$ cat src/sv/modular_field_alu_assert.svh
// Assertion macros shared by the modular field ALU modules.
// Each macro expands to a concurrent assertion, or to nothing under SYNTHESIS.
`ifndef MODULAR_FIELD_ALU_ASSERT_SVH
`define MODULAR_FIELD_ALU_ASSERT_SVH

`ifndef SYNTHESIS

`define MFA_ASSERT_SAME(label, clk, rst, ante, cons) \
   label: assert property (@(posedge clk) disable iff (rst) (ante) |-> (cons)) \
      else $error("modular_field_alu: same-cycle check failed");

`define MFA_ASSERT_NEXT(label, clk, rst, ante, cons) \
   label: assert property (@(posedge clk) disable iff (rst) (ante) |=> (cons)) \
      else $error("modular_field_alu: next-cycle check failed");

`else

`define MFA_ASSERT_SAME(label, clk, rst, ante, cons)
`define MFA_ASSERT_NEXT(label, clk, rst, ante, cons)

`endif

`endif

$ cat src/sv/mfa_pkg.sv
// Package for the modular field ALU: widths, command codes, register map,
// beat types and the request/response types of the shared divider. No dependencies.
`default_nettype none

package mfa_pkg;

   localparam int WIDTH  = 16;
   localparam int CW     = WIDTH + 2;      // signed Euclid coefficients
   localparam int PW     = 2 * WIDTH;      // product width
   localparam int CNT_W  = $clog2(PW + 1);
   localparam int ADDR_W = 3;

   localparam logic [WIDTH-1:0]  RESET_MODULUS = WIDTH'(23);
   localparam logic [ADDR_W-1:0] ADDR_MODULUS  = '0;

   localparam logic [2:0] CMD_ADD = 3'd0;
   localparam logic [2:0] CMD_SUB = 3'd1;
   localparam logic [2:0] CMD_MUL = 3'd2;
   localparam logic [2:0] CMD_DIV = 3'd3;
   localparam logic [2:0] CMD_INV = 3'd4;
   localparam logic [2:0] CMD_CMP = 3'd5;

   typedef struct packed {
      logic [2:0]       command;
      logic [WIDTH-1:0] operand_a;
      logic [WIDTH-1:0] operand_b;
   } req_type;

   typedef struct packed {
      logic [WIDTH-1:0] result;
      logic             is_equal;
      logic             is_less;
      logic             is_greater;
      logic             no_inverse;
   } rsp_type;

   typedef struct packed {
      logic             start;
      logic             long_op;
      logic [PW-1:0]    dividend;
      logic [WIDTH-1:0] divisor;
      logic [CW-1:0]    coef;
   } div_req_type;

   typedef struct packed {
      logic             done;
      logic [WIDTH-1:0] rem;
      logic [CW-1:0]    qc;
   } div_rsp_type;

endpackage

`default_nettype wire

$ cat src/sv/modular_field_alu.sv
// Top level of the modular field ALU: APB register, command sequencer, beat
// registers and the shared divider. Uses mfa_pkg and mfa_div_unit.
//
//   port group   direction  handshake                   beat
//   req_         in         start high while busy low   req_data (command, operands)
//   rsp_         out        rsp_strobe, one cycle       rsp_data (result, flags)
//   APB          in/out     psel, penable, pready       modulus at address 0
//
// Each operand is reduced by the shared divider before dispatch.
// Add, subtract and compare finish after both reductions; multiply adds a
// long division of the product. Inverse: one divider run per Euclid step, at
// most about 1.44*WIDTH steps; divide is inverse plus multiply.
// Reset is synchronous; busy stays high until the result beat; no stall exists.
`default_nettype none
`include "modular_field_alu_assert.svh"

module modular_field_alu (
   input  logic                           clock,
   input  logic                           reset,
   input  logic                           start,
   output logic                           busy,
   input  mfa_pkg::req_type               req_data,
   output logic                           rsp_strobe,
   output mfa_pkg::rsp_type               rsp_data,
   input  logic                           psel,
   input  logic                           penable,
   input  logic                           pwrite,
   input  logic [mfa_pkg::ADDR_W-1:0]     paddr,
   input  logic [31:0]                    pwdata,
   output logic [31:0]                    prdata,
   output logic                           pready
);
   import mfa_pkg::*;

   typedef enum logic [9:0] {
      ST_IDLE      = 10'b00_0000_0001,
      ST_RED_A     = 10'b00_0000_0010,
      ST_RED_B     = 10'b00_0000_0100,
      ST_DISPATCH  = 10'b00_0000_1000,
      ST_EUC_CHECK = 10'b00_0001_0000,
      ST_EUC_WAIT  = 10'b00_0010_0000,
      ST_EUC_FIX   = 10'b00_0100_0000,
      ST_MUL_GO    = 10'b00_1000_0000,
      ST_MUL_WAIT  = 10'b01_0000_0000,
      ST_FINISH    = 10'b10_0000_0000
   } state_type;

   state_type               state_ff, state_in;
   logic [WIDTH-1:0]        modulus_ff, modulus_in;
   logic [2:0]              cmd_ff, cmd_in;
   logic [WIDTH-1:0]        b_raw_ff, b_raw_in;
   logic [WIDTH-1:0]        a_red_ff, a_red_in;
   logic [WIDTH-1:0]        b_red_ff, b_red_in;
   logic [WIDTH-1:0]        op2_ff, op2_in;
   logic [WIDTH-1:0]        res_ff, res_in;
   logic                    noinv_ff, noinv_in;
   logic [WIDTH-1:0]        r_run_ff, r_run_in;
   logic [WIDTH-1:0]        r_oth_ff, r_oth_in;
   logic signed [CW-1:0]    c_run_ff, c_run_in;
   logic signed [CW-1:0]    c_oth_ff, c_oth_in;
   logic                    strobe_ff, strobe_in;
   rsp_type                 rsp_ff, rsp_in;

   div_req_type             div_req;
   div_rsp_type             div_rsp;

   logic [WIDTH-1:0]        p;
   logic [WIDTH:0]          add_sum;
   logic [WIDTH:0]          sub_sum;
   logic [WIDTH-1:0]        add_res;
   logic [WIDTH-1:0]        sub_res;
   logic                    swap;
   logic [WIDTH-1:0]        nr_run;
   logic [WIDTH-1:0]        nr_oth;
   logic signed [CW-1:0]    nc_run;
   logic signed [CW-1:0]    nc_oth;
   logic signed [CW-1:0]    p_ext;
   logic signed [CW-1:0]    inv_wide;
   logic [WIDTH-1:0]        inv_val;
   logic [PW-1:0]           prod;
   logic                    csr_write;
   logic [2:0]              rsp_flags;

   mfa_div_unit u_div (
      .clock   (clock),
      .reset   (reset),
      .div_req (div_req),
      .div_rsp (div_rsp)
   );

   assign p = (modulus_ff == '0) ? WIDTH'(1) : modulus_ff;

   assign add_sum = {1'b0, a_red_ff} + {1'b0, b_red_ff};
   assign sub_sum = {1'b0, a_red_ff} + ({1'b0, p} - {1'b0, b_red_ff});
   assign add_res = (add_sum >= {1'b0, p}) ? WIDTH'(add_sum - {1'b0, p}) : add_sum[WIDTH-1:0];
   assign sub_res = (sub_sum >= {1'b0, p}) ? WIDTH'(sub_sum - {1'b0, p}) : sub_sum[WIDTH-1:0];

   assign swap   = (r_run_ff < r_oth_ff);
   assign nr_run = swap ? r_oth_ff : r_run_ff;
   assign nr_oth = swap ? r_run_ff : r_oth_ff;
   assign nc_run = swap ? c_oth_ff : c_run_ff;
   assign nc_oth = swap ? c_run_ff : c_oth_ff;

   assign p_ext = {2'b00, p};

   always_comb begin
      if (c_oth_ff[CW-1]) begin
         inv_wide = c_oth_ff + p_ext;
      end else if (c_oth_ff >= p_ext) begin
         inv_wide = c_oth_ff - p_ext;
      end else begin
         inv_wide = c_oth_ff;
      end
   end

   assign inv_val = inv_wide[WIDTH-1:0];
   assign prod    = a_red_ff * op2_ff;

   assign csr_write = psel && penable && pwrite && (paddr == ADDR_MODULUS);

   always_comb begin
      state_in   = state_ff;
      modulus_in = modulus_ff;
      cmd_in     = cmd_ff;
      b_raw_in   = b_raw_ff;
      a_red_in   = a_red_ff;
      b_red_in   = b_red_ff;
      op2_in     = op2_ff;
      res_in     = res_ff;
      noinv_in   = noinv_ff;
      r_run_in   = r_run_ff;
      r_oth_in   = r_oth_ff;
      c_run_in   = c_run_ff;
      c_oth_in   = c_oth_ff;
      strobe_in  = 1'b0;
      rsp_in     = rsp_ff;
      div_req    = '0;

      if (csr_write) begin
         modulus_in = pwdata[WIDTH-1:0];
      end

      case (state_ff)
         ST_IDLE: begin
            if (start) begin
               cmd_in           = req_data.command;
               b_raw_in         = req_data.operand_b;
               res_in           = '0;
               noinv_in         = 1'b0;
               div_req.start    = 1'b1;
               div_req.dividend = PW'(req_data.operand_a);
               div_req.divisor  = p;
               state_in         = ST_RED_A;
            end
         end
         ST_RED_A: begin
            if (div_rsp.done) begin
               a_red_in         = div_rsp.rem;
               div_req.start    = 1'b1;
               div_req.dividend = PW'(b_raw_ff);
               div_req.divisor  = p;
               state_in         = ST_RED_B;
            end
         end
         ST_RED_B: begin
            if (div_rsp.done) begin
               b_red_in = div_rsp.rem;
               op2_in   = div_rsp.rem;
               state_in = ST_DISPATCH;
            end
         end
         ST_DISPATCH: begin
            case (cmd_ff)
               CMD_ADD: begin
                  res_in   = add_res;
                  state_in = ST_FINISH;
               end
               CMD_SUB: begin
                  res_in   = sub_res;
                  state_in = ST_FINISH;
               end
               CMD_MUL: begin
                  state_in = ST_MUL_GO;
               end
               CMD_DIV: begin
                  if (b_red_ff == '0) begin
                     noinv_in = 1'b1;
                     state_in = ST_FINISH;
                  end else begin
                     r_run_in = b_red_ff;
                     c_run_in = CW'(1);
                     r_oth_in = p;
                     c_oth_in = '0;
                     state_in = ST_EUC_CHECK;
                  end
               end
               CMD_INV: begin
                  if (a_red_ff == '0) begin
                     noinv_in = 1'b1;
                     state_in = ST_FINISH;
                  end else begin
                     r_run_in = a_red_ff;
                     c_run_in = CW'(1);
                     r_oth_in = p;
                     c_oth_in = '0;
                     state_in = ST_EUC_CHECK;
                  end
               end
               CMD_CMP: begin
                  state_in = ST_FINISH;
               end
               default: begin
                  state_in = ST_FINISH;
               end
            endcase
         end
         ST_EUC_CHECK: begin
            if (r_run_ff == '0) begin
               state_in = ST_EUC_FIX;
            end else begin
               // swap so the running remainder is the larger, then divide
               r_run_in         = nr_run;
               r_oth_in         = nr_oth;
               c_run_in         = nc_run;
               c_oth_in         = nc_oth;
               div_req.start    = 1'b1;
               div_req.dividend = PW'(nr_run);
               div_req.divisor  = nr_oth;
               div_req.coef     = nc_oth;
               state_in         = ST_EUC_WAIT;
            end
         end
         ST_EUC_WAIT: begin
            if (div_rsp.done) begin
               r_run_in = div_rsp.rem;
               c_run_in = c_run_ff - $signed(div_rsp.qc);
               state_in = ST_EUC_CHECK;
            end
         end
         ST_EUC_FIX: begin
            if (cmd_ff == CMD_INV) begin
               res_in   = inv_val;
               state_in = ST_FINISH;
            end else begin
               op2_in   = inv_val;
               state_in = ST_MUL_GO;
            end
         end
         ST_MUL_GO: begin
            div_req.start    = 1'b1;
            div_req.long_op  = 1'b1;
            div_req.dividend = prod;
            div_req.divisor  = p;
            state_in         = ST_MUL_WAIT;
         end
         ST_MUL_WAIT: begin
            if (div_rsp.done) begin
               res_in   = div_rsp.rem;
               state_in = ST_FINISH;
            end
         end
         ST_FINISH: begin
            strobe_in         = 1'b1;
            rsp_in.result     = res_ff;
            rsp_in.is_equal   = (a_red_ff == b_red_ff);
            rsp_in.is_less    = (a_red_ff < b_red_ff);
            rsp_in.is_greater = (a_red_ff > b_red_ff);
            rsp_in.no_inverse = noinv_ff;
            state_in          = ST_IDLE;
         end
         default: begin
            state_in = ST_IDLE;
         end
      endcase
   end

   always_ff @(posedge clock) begin
      if (reset) begin
         state_ff   <= ST_IDLE;
         strobe_ff  <= 1'b0;
         modulus_ff <= RESET_MODULUS;
      end else begin
         state_ff   <= state_in;
         strobe_ff  <= strobe_in;
         modulus_ff <= modulus_in;
      end
   end

   always_ff @(posedge clock) begin
      cmd_ff   <= cmd_in;
      b_raw_ff <= b_raw_in;
      a_red_ff <= a_red_in;
      b_red_ff <= b_red_in;
      op2_ff   <= op2_in;
      res_ff   <= res_in;
      noinv_ff <= noinv_in;
      r_run_ff <= r_run_in;
      r_oth_ff <= r_oth_in;
      c_run_ff <= c_run_in;
      c_oth_ff <= c_oth_in;
      rsp_ff   <= rsp_in;
   end

   assign busy       = (state_ff != ST_IDLE);
   assign rsp_strobe = strobe_ff;
   assign rsp_data   = rsp_ff;
   assign prdata     = (paddr == ADDR_MODULUS) ? 32'(modulus_ff) : '0;
   assign pready     = 1'b1;

   assign rsp_flags = {rsp_ff.is_equal, rsp_ff.is_less, rsp_ff.is_greater};

   `MFA_ASSERT_SAME(a_rsp_when_idle, clock, reset, strobe_ff, !busy)
   `MFA_ASSERT_NEXT(a_busy_after_start, clock, reset, start && !busy, busy)
   `MFA_ASSERT_SAME(a_flags_onehot, clock, reset, strobe_ff, $onehot(rsp_flags))
   `MFA_ASSERT_SAME(a_noinv_zero, clock, reset, strobe_ff && rsp_ff.no_inverse, rsp_ff.result == '0)

endmodule

`default_nettype wire

$ cat src/sv/mfa_div_unit.sv
// Shared shift-subtract divider: one quotient bit per cycle, remainder plus
// a running quotient-times-coefficient sum for the Euclid update. Uses mfa_pkg.
`default_nettype none
`include "modular_field_alu_assert.svh"

module mfa_div_unit (
   input  logic                clock,
   input  logic                reset,
   input  mfa_pkg::div_req_type div_req,
   output mfa_pkg::div_rsp_type div_rsp
);
   import mfa_pkg::*;

   logic             busy_ff, busy_in;
   logic             done_ff, done_in;
   logic [CNT_W-1:0] cnt_ff, cnt_in;
   logic [PW-1:0]    dvd_ff, dvd_in;
   logic [WIDTH-1:0] rem_ff, rem_in;
   logic [WIDTH-1:0] d_ff, d_in;
   logic [CW-1:0]    coef_ff, coef_in;
   logic [CW-1:0]    acc_ff, acc_in;

   logic [WIDTH:0]   trial;
   logic [WIDTH:0]   diff;
   logic             ge;

   assign trial = {rem_ff, dvd_ff[PW-1]};
   assign diff  = trial - {1'b0, d_ff};
   assign ge    = (trial >= {1'b0, d_ff});

   always_comb begin
      busy_in = busy_ff;
      done_in = 1'b0;
      cnt_in  = cnt_ff;
      dvd_in  = dvd_ff;
      rem_in  = rem_ff;
      d_in    = d_ff;
      coef_in = coef_ff;
      acc_in  = acc_ff;
      if (div_req.start) begin
         busy_in = 1'b1;
         rem_in  = '0;
         acc_in  = '0;
         d_in    = div_req.divisor;
         coef_in = div_req.coef;
         if (div_req.long_op) begin
            dvd_in = div_req.dividend;
            cnt_in = CNT_W'(PW);
         end else begin
            dvd_in = {div_req.dividend[WIDTH-1:0], {WIDTH{1'b0}}};
            cnt_in = CNT_W'(WIDTH);
         end
      end else if (busy_ff) begin
         // advance one quotient bit
         rem_in = ge ? diff[WIDTH-1:0] : trial[WIDTH-1:0];
         dvd_in = {dvd_ff[PW-2:0], 1'b0};
         acc_in = {acc_ff[CW-2:0], 1'b0} + (ge ? coef_ff : '0);
         cnt_in = cnt_ff - CNT_W'(1);
         if (cnt_ff == CNT_W'(1)) begin
            busy_in = 1'b0;
            done_in = 1'b1;
         end
      end
   end

   always_ff @(posedge clock) begin
      if (reset) begin
         busy_ff <= 1'b0;
         done_ff <= 1'b0;
         cnt_ff  <= '0;
      end else begin
         busy_ff <= busy_in;
         done_ff <= done_in;
         cnt_ff  <= cnt_in;
      end
   end

   always_ff @(posedge clock) begin
      dvd_ff  <= dvd_in;
      rem_ff  <= rem_in;
      d_ff    <= d_in;
      coef_ff <= coef_in;
      acc_ff  <= acc_in;
   end

   assign div_rsp.done = done_ff;
   assign div_rsp.rem  = rem_ff;
   assign div_rsp.qc   = acc_ff;

   `MFA_ASSERT_SAME(a_div_start_idle, clock, reset, div_req.start, !busy_ff)
   `MFA_ASSERT_SAME(a_div_done_idle, clock, reset, done_ff, !busy_ff)
   `MFA_ASSERT_SAME(a_div_rem_below, clock, reset, done_ff && (d_ff != '0), rem_ff < d_ff)

endmodule

`default_nettype wire
$ cat config.mk
export PLATFORM = sky130hd
export DESIGN_NAME = modular_field_alu
export DESIGN_NICKNAME = d
export VERILOG_FILES = /design/src/sv/mfa_pkg.sv /design/src/sv/modular_field_alu.sv /design/src/sv/mfa_div_unit.sv
export VERILOG_INCLUDE_DIRS = /design/src /design/src/sv
export SDC_FILE = /design/constraint.sdc
export NUM_CORES = 2
export LEC_CHECK = 0
export ABC_AREA = 0
export ABC_CLOCK_PERIOD_IN_PS = 6230
export BUFFER_PORTS_ARGS = -buffer_cell sky130_fd_sc_hd__buf_2
export CAP_MARGIN = 10
export CORE_UTILIZATION = 39
export CTS_CLUSTER_SIZE = 25
export DETAILED_ROUTE_END_ITERATION = 12
export GPL_TIMING_DRIVEN = 0
export PLACE_DENSITY_LB_ADDON = 0.3
export REMOVE_ABC_BUFFERS = 1
export SYNTH_ARGS = -nofsm -noshare
export SYNTH_HDL_FRONTEND = slang
export SYNTH_HIERARCHICAL = 1
export SYNTH_SLANG_ARGS = --single-unit
$ cat constraint.sdc
create_clock -name clock -period 6.23 [get_ports clock]
set_clock_uncertainty 0.05 [all_clocks]
set_input_delay 0.3115 -clock clock [delete_from_list [all_inputs] [get_ports clock]]
set_output_delay 0.3115 -clock clock [all_outputs]
set_load 0.03 [all_outputs]
==> results.toml <==
[final_layout]
regArea_um2 = 8540
multiInputGateArea_um2 = 20300
drive_above_1_share_pct = 14.4
fin_area_um2 = 35800
syn2layout_area_growth_pct = 18.2
postLayoutCoreUtil_pct = 46.9
nets = 4102
n_antenna_cell = 0
fillCellCount = 7250

[die]
start_util_pct = 39.6
die_w_um = 281
fp-row-count = 101
core_region_area_um2 = 76500
ios = 131
die_h_um = 281
die-area_um2 = 78800

[placement]
pre_cts_ws_ps = -1430
dpl_cell_area_um2 = 32000
port-buffer-count = 97
hpwlAfterDp_mm = 69.8
gp_congestion = 0.927

[yosys]
ys_warn_count = 6
synth_ff_type = "edfxtp_1"
synth_commonest_cells = "inv_1 (422), nand2_1 (350), ha_1 (282), edfxtp_1 (238), fa_1 (218)"
synth-edff-count = 238
synth_most_common_cell = "inv_1"
synth_cell_types = 90
yosysTopAreaCell = "edfxtp_1"
synth-async-reset-ratio_pct = 0
syn-mean-instance-area_um2 = 9.11
netlist_instances = 3327
synth_top_area_share_pct = 23.6
synthesis.area_um2 = 30300
synth.area.top_cells = "edfxtp_1 (24%), fa_1 (14%), ha_1 (12%)"
seq_area_frac_synth_pct = 28.1
ys_seq_elements = 307

[critical_path]
arrival_ps = 6960
reg2reg_depth = 23
end_kind = "flip-flop"
critPathMaxFanout = 4
worst_setup_path_start_kind = "flip-flop"
cp.required_ps = 6490
crit_type = "reg2reg"
startpoint = "a_red_ff[7]$_DFFE_PP_"
r2r_end = "u_div/dvd_ff[31]$_DFFE_PP_"
r2r-start = "a_red_ff[7]$_DFFE_PP_"
reg2reg_slack_ps = -470

[clock_tree]
cts_tree = "built"
cts_buffer_depth = 3
clockRootBuffer = "clkbuf_16"
clock-sinks = 307
path_clk_slew_ps = 70
ctsHtreeMaxLevel = 2
numCtsBuffers = 37
insertion_delay_ps = 580

[hold_path]
hold_path_end = "cmd_ff[2]$_DFFE_PP_"
worstHoldStart = "start"
hold_depth = 3
hp-class = "in2reg"

[routing]
drt-pass1-iter-count = 6
wirelength_mm = 98.3
drt_iter0_markers = 1944
wl_per_cell_um = 21.4
vias_per_cell = 5.51
ant_nets = 0
num_vias = 25200
drc = 0

[sta]
rsz0062_at_grt = "yes"
maxSlewViolCount = 0
period_needed_ps = 6700
max_freq_mhz = 149
min_period_over_period_pct = 108
final.setup.worst_slack_ps = -471
final.setup.tns_ps = -5070
max_slew_margin_pct = 8.80
hold_viol = 0
finalSetupViolCount = 17
worst_pin_slew_ps = 1360

[pwr]
ir_drop_uv = 206
p_per_area_nw_per_um2 = 186
p_leak_nw = 15.8

[outcome]
outcome = "finished with violations"
violations = "setup timing"

[global_routing]
grt-ovfl-total = 0
grt_max_degree = 71
gr-usage-all-layers_pct = 24.8
antenna_found_initial = 3
grt_pass1_vias = 24700
grt_pass1_wl_mm = 148

[run]
drv_cap = 0
[state kept, by name, indices dropped and copies added, names as in the netlist, 18 cells and up]
register       count
u_div/coef_ff     18
rsp_data          20
c_oth_ff          18
u_div/dvd_ff      32
c_run_ff          18
u_div/acc_ff      18
[where the power goes]
part           internal (W)  switching, W
combinational      0.000743      0.000996
sequential          0.00246      0.000210
clock               0.00133      0.000936
total               0.00453       0.00214
[routing by layer]
layer | part of all wire [%] | GRT usage, % | up-vias
met3 | 6.8 | 3.23 | 207
met1 | 41 | 31.7 | 12400
met4 | 5.3 | 11.8 | 2
li1 | - | - | 11700
met5 | 0.013 | 0 | -
met2 | 47 | 41.5 | 847
[final cells by class]
cell class	count	area share, %
Multi-Input combinational cell	2442	56.7
Inverter	424	4.46
Clock inverter	20	0.646
Clock buffer	47	2.83
Sequential cell	307	23.8
Tap cell	1030	3.60
Timing Repair Buffer	314	7.94
[cells in the final DEF, fill, tap and decap left out, types with 22 or more instances in the layout]
cell and count:
inv_1 414, nand2_1 344, ha_1 269, edfxtp_1 238, fa_1 208, nor2_1 206
a21oi_1 174, o21ai_0 163, and2_1 150, buf_4 107, mux2i_1 101, buf_2 97
xnor2_1 80, a21o_1 59, dfxtp_1 59, nor3_1 53, xor2_1 47, clkbuf_16 38
nor2b_1 36, dlygate4sd3_1 35, buf_6 33, nand3_1 30, nand4_1 23, nand2b_1 22
[per-stage QoR]
step	power [W]	cells	hold slack, ps
floorplan	0.00386	3172	331
global placement	0.00430	4299	355
detailed placement	0.00437	4329	355
CTS	0.00667	4557	128
global route	0.00700	4584	131
finish	0.00667	4584	151
[critical path, cell delays in order (launching register included)]
cell and delay (ps):
edfxtp_1 420, buf_12 160, buf_8 120, and2_4 150, fa_1 480, inv_1 60
fa_2 540, fa_1 420, fa_1 510, inv_2 50, fa_1 480, fa_2 590
ha_4 230, a21oi_4 180, nor2b_4 60, or2_4 230, or2_4 240, a21o_1 180
a21oi_2 180, xnor2_2 140, a222oi_1 480, o21ai_1 210, mux2i_1 160, a21oi_1 100
[worst max path at each step]
stage / endpoint / slack, ps / cells after the start
final: u_div/dvd_ff[31]$_DFFE_PP_ / -470 / 23
after global routing: u_div/dvd_ff[26]$_DFFE_PP_ / -660 / 24
after CTS: u_div/dvd_ff[31]$_DFFE_PP_ / -450 / 22
after detailed placement: u_div/dvd_ff[31]$_DFFE_PP_ / -1430 / 25
after global placement: u_div/dvd_ff[27]$_DFFE_PP_ / -7540 / 8
after floorplan: u_div/dvd_ff[0]$_SDFFCE_PN0P_ / -1310 / 8
[repair_timing]
action                                  in CTS  in global routing
endpoints found under the hold margin       35                  0
hold buffers                                35                  0
buffers inserted                           124                 25
pin swaps                                   70                 81
endpoints found under the setup margin      39                 38
gates resized for setup                     90                 85
gates cloned                                 2                  0
[kinds of logic (layout without fill, tap and decap cells)]
| group | after synthesis | after routing | share of synthesized area [%] |
|---|---|---|---|
| AOI/OAI and AO/OA | 689 | 689 | 14.7 |
| xor gates and xnor gates | 135 | 135 | 3.95 |
| adders and majority gates | 500 | 500 | 26.0 |
| buffers and inverters | 594 | 805 | 7.75 |
| DFF | 307 | 307 | 28.1 |
| muxes | 110 | 110 | 3.67 |
| other | 2 | 17 | 0.0248 |
| and+or+nand+nor | 990 | 991 | 15.7 |
Power figures use the tool's default switching activity.
